**src/hdl/sepq_pkg.sv**
```systemverilog
// ----------------------------------------------------------------------------
// sepq_pkg
// Shared types, widths and codes of the sweep event priority queue.
// ----------------------------------------------------------------------------
package sepq_pkg;

  localparam int QUEUE_DEPTH  = 256;
  localparam int COORD_WIDTH  = 32;
  localparam int HANDLE_WIDTH = 16;
  localparam int CNT_WIDTH    = $clog2(QUEUE_DEPTH + 1);
  localparam int PFX_LEVELS   = $clog2(QUEUE_DEPTH);

  typedef enum logic [1:0] {
    OP_INSERT  = 2'd0,
    OP_DELETE  = 2'd1,
    OP_EXTRACT = 2'd2,
    OP_PEEK    = 2'd3
  } op_t;

  typedef enum logic [1:0] {
    ST_OK     = 2'd0,
    ST_FULL   = 2'd1,
    ST_ABSENT = 2'd2,
    ST_EMPTY  = 2'd3
  } status_t;

  typedef enum logic [1:0] {
    S_IDLE,
    S_EVAL,
    S_APPLY,
    S_REPORT
  } state_t;

  typedef struct packed {
    logic [COORD_WIDTH-1:0]  key;
    logic [COORD_WIDTH-1:0]  site_x;
    logic [HANDLE_WIDTH-1:0] id;
  } entry_t;

  typedef struct packed {
    logic capture;
    logic eval;
    logic apply;
    logic report;
  } sepq_cmd_t;

  typedef struct packed {
    logic out_free;
  } sepq_stat_t;

endpackage

```
**src/hdl/sepq_ctrl.sv**
```systemverilog
// ----------------------------------------------------------------------------
// sepq_ctrl
// Sequencer that steps one item through compare, update and report.
// ----------------------------------------------------------------------------
module sepq_ctrl
  import sepq_pkg::*;
(
  input  logic       clk,
  input  logic       rst,
  input  logic       in_valid,
  output logic       in_ready,
  input  sepq_stat_t stat,
  output sepq_cmd_t  cmd
);

  state_t state;
  state_t state_next;

  always_ff @(posedge clk) begin
    if (rst) begin
      state <= S_IDLE;
    end else begin
      state <= state_next;
    end
  end

  always_comb begin
    state_next = state;
    unique case (state)
      S_IDLE:   if (in_valid) state_next = S_EVAL;
      S_EVAL:   state_next = S_APPLY;
      S_APPLY:  state_next = S_REPORT;
      S_REPORT: if (stat.out_free) state_next = S_IDLE;
      default:  state_next = S_IDLE;
    endcase
  end

  always_comb begin
    in_ready    = 1'b0;
    cmd         = '0;
    unique case (state)
      S_IDLE: begin
        in_ready    = 1'b1;
        cmd.capture = in_valid;
      end
      S_EVAL:   cmd.eval   = 1'b1;
      S_APPLY:  cmd.apply  = 1'b1;
      S_REPORT: cmd.report = stat.out_free;
      default: begin
        in_ready = 1'b0;
      end
    endcase
  end

endmodule

```
**config.mk**
```make
export PLATFORM = sky130hd
export DESIGN_NAME = sepq_ctrl
export DESIGN_NICKNAME = d
export VERILOG_FILES = /design/src/hdl/sepq_pkg.sv /design/src/hdl/sepq_ctrl.sv
export SDC_FILE = /design/constraint.sdc
export NUM_CORES = 1
export LEC_CHECK = 0
export ABC_AREA = 1
export ABC_CLOCK_PERIOD_IN_PS = 1400
export BUFFER_PORTS_ARGS = -buffer_cell sky130_fd_sc_hd__buf_2
export CORE_AREA = 4 4 41 43
export CTS_CLUSTER_SIZE = 25
export DETAILED_ROUTE_END_ITERATION = 10
export DIE_AREA = 0 0 45 47
export PLACE_DENSITY_LB_ADDON = 0.1
export SYNTH_ARGS = -nofsm -noshare
export SYNTH_HDL_FRONTEND = slang
export SYNTH_SLANG_ARGS = --single-unit
```
**constraint.sdc**
```tcl
create_clock -name clk -period 1.4 [get_ports clk]
set_input_delay 0.28 -clock clk [delete_from_list [all_inputs] [get_ports clk]]
set_output_delay 0.28 -clock clk [all_outputs]
set_load 0.02 [all_outputs]
```
==> Implementation_results.wiki <==
{| class="wikitable"
! Metric !! Value
|-
| Status || finished, final reports clean
|-
| Horiz. Die Dim || 45 microns
|-
| Number of nets with antenna violations after routing || 0
|-
| Largest registers ranked by flip-flop count || state (2)
|-
| Number of clock sinks seen by CTS || 2
|-
| Total Neg Setup Slack || 0 ns
|-
| Number of primary I/O pins || 9
|-
| Cell depth of the worst hold path || 4
|-
| Syn. warnings || 0
|-
| Area of all placed cells without fillers || 279 sq um
|-
| Insertion delay to the later sink of the worst-skew pair || 0.22 ns
|-
| Number of antenna violations at the first check in global routing || 0
|-
| Count of unique library cells instantiated by Yosys || 8
|-
| Total vias in the final route || 183
|-
| First-pass GRT wire length || 779 microns
|-
| Dpl cell area || 241 sq um
|-
| Clock tree root driver cell || sky130_fd_sc_hd__clkbuf_4
|-
| Die Footprint || 2120 sq um
|-
| Register ranked first by flip-flop count || state
|-
| Instance count of the mapped netlist || 27
|-
| Area occupied by registers || 42.5 sq um
|-
| Tightest Hold Check Type || in2reg
|-
| DRT iter0 DRCs || 0
|-
| Average wire length per cell after detail routing || 7.51 microns
|-
| Maximum number of pins on one net before global-route repair || 5
|-
| Max Cap Viol || 0
|-
| Site row count || 13
|-
| Buf/Inv on CP || 3
|-
| Max H-tree Level || 1
|-
| Largest vdd supply drop || 0.000432 V
|-
| Drt pass-1 iters || 1
|-
| Critical path's top delay family || flip-flops
|-
| Worst reg-to-reg setup slack || 0.43 ns
|-
| Maximum buffer depth of the clock tree || 2
|-
| Fin nets || 48
|-
| Power per unit of standard cell area || 2140 nW/um^2
|-
| Vias in the first global route || 207
|-
| Unrepaired setup endpoints after global routing || no
|-
| Aggregate global routing overflow || 0
|-
| Max frequency || 754 MHz
|-
| Final critical-path share of the clock period || 94.7%
|-
| Number of clock buffers inserted by TritonCTS || 3
|-
| Endpoint of the worst-slack reg-to-reg timing path || state[0]
|-
| Worst path most repeated cell || sky130_fd_sc_hd__inv_1
|-
| Seq/Total Area, Yosys || 21.9%
|-
| Crit path max-delay cell type || sky130_fd_sc_hd__dfxtp_2
|-
| Vias per inst || 3.45
|-
| Shortest period the worst path allows || 1.33 ns
|-
| Kind of end point of the critical path || primary output
|-
| Kind of launch point of the worst setup path || flop
|-
| Largest stage delay on the critical path || 0.34 ns
|-
| Starting Density || 14.0%
|-
| Ratio of cells with drive above 1 in the final layout || 47.4%
|-
| Clock tree from TritonCTS || done
|-
| Leakage power || 0.000172 uW
|-
| Fillers || 157
|-
| Total area of multi-input combinational cells || 125 sq um
|-
| Count of input and output buffers || 8
|-
| Count of endpoints failing setup in the final report || 0
|-
| Setup Crit Path Kind || reg2out
|-
| Layout overhead on the synthesized area || 52.7%
|-
| Critical path data arrival time || 1.05 ns
|-
| Diode insertion count for antenna repair || 0
|-
| Die height || 47 microns
|-
| Avg Cell Area, Syn || 6.77 sq um
|-
| Net Count, Synth || 35
|-
| Logic depth of the worst register-to-register path || 6
|-
| Endpoint required time on the critical path || 1.12 ns
|-
| Cells along the critical path || inv_1 > ha_4 > nand2_1 > inv_1 > buf_2
|-
| Actual slew at the worst max-slew pin || 0.112 ns
|-
| Largest driver fanout on the critical path || 4
|-
| Final Hold Slack || 0.296 ns
|-
| Global-route usage over all layers || 5.68%
|-
| Final Hold Fails || 0
|-
| Fin. max-slew vios || 0
|-
| Flip-flop count of the largest register, all copies and words added || 2
|-
| Final GP Congestion || 0.625
|-
| Clock slew seen by the registers of the worst setup and hold paths || 0.03 ns
|-
| Total detailed-routing wirelength || 398 microns
|-
| DRC || 0
|-
| Worst max-slew margin expressed relative to the limit || 92.5%
|-
| Clock Skews || 0.000437 ns
|-
| Mapped cell area || 183 sq um
|-
| Post-synthesis register bit count || 2
|-
| Core Footprint || 1300 sq um
|-
| RR Startpoint || state[0]
|-
| Hold Path Sink || state[1]
|-
| Sum of net half-perimeters after detailed placement || 315 microns
|-
| Worst Hold Launch || rst
|}
[cell usage in the layout, fill, tap and decap left out, drive strengths merged]
master | synthesis | final
a21oi | 2 | 2
buf | 0 | 8
clkbuf | 0 | 3
dfxtp | 2 | 2
ha | 4 | 4
inv | 8 | 8
nand2 | 7 | 7
nand3 | 1 | 1
nor2 | 3 | 3
[per-stage QoR]
| stage | worst slack, ns | instances | utilization (%) | total power, uW |
|---|---|---|---|---|
| 2_1_floorplan | 0.184 | 27 | - | 361 |
| 3_3_place_gp | 0.205 | 50 | 18.6 | 442 |
| 3_5_place_dp | 0.182 | 50 | 18.6 | 439 |
| 4_1_cts | 0.0172 | 53 | 20.7 | 588 |
| 5_1_grt | 0.000248 | 53 | 21.4 | 684 |
| 6_report | 0.0740 | 53 | 21.4 | 598 |
[tightest hold or removal path: stages]
cell	delay, ns
sky130_fd_sc_hd__buf_2	0.07
sky130_fd_sc_hd__inv_1	0.04
sky130_fd_sc_hd__nand2_1	0.06
sky130_fd_sc_hd__nor2_1	0.03
[routing by layer]
layer / track usage [%] / part of all wire [%]
met1: 4.98 / 40
met2: 7.91 / 46
met3: 2.68 / 10
met4: 8.77 / 3.5
met5: 0 / 0
[where the power goes]
| part | leakage [uW] | internal (uW) | switching, uW |
|---|---|---|---|
| Sequential | 0.0000172 | 88.1 | 28.5 |
| Combinational | 0.000141 | 145 | 209 |
| Clock | 0.0000138 | 94.6 | 33.4 |
[Yosys cell counts (all sizes together)]
cell type  number  area [sq um]
a21oi           2          10.0
dfxtp           2          40.0
ha              4          50.1
inv             8          30.0
nand2           7          31.3
nand3           1          10.0
nor2            3          11.3
[timing repair]
item	in CTS	in global routing
gates cloned	0	0
endpoints found under the setup margin	1	1
hold buffers	0	0
resized for setup	3	2
endpoints found under the hold margin	0	0
setup buffers	0	0
[worst max path at each step]
stage	startpoint	to	slack, ns	cells past startpoint
after floorplan	state[0]	cmd[3]	0.18	4
after global placement	state[1]	cmd[3]	0.21	5
after detailed placement	state[0]	cmd[3]	0.18	5
after CTS	state[0]	cmd[3]	0.02	5
after global routing	state[0]	cmd[0]	0.0002	4
final	state[1]	cmd[3]	0.07	5
[cell families after synthesis]
kind of cell / count (synthesis) / share of synthesized area (%)
flops: 2 / 21.9
compound gates: 2 / 5.48
simple gates: 11 / 28.8
fa+ha+maj: 4 / 27.4
buf+inv: 8 / 16.4
[final cells by class]
| cell class | count | share of cell area (%) |
|---|---|---|
| Sequential cell | 2 | 15.2 |
| Multi-Input combinational cell | 17 | 44.8 |
| Inverter | 8 | 10.8 |
| Timing Repair Buffer | 8 | 14.3 |
| Tap cell | 15 | 6.73 |
| Clock buffer | 3 | 8.07 |
Note: power is estimated with default switching activity, not from simulation.
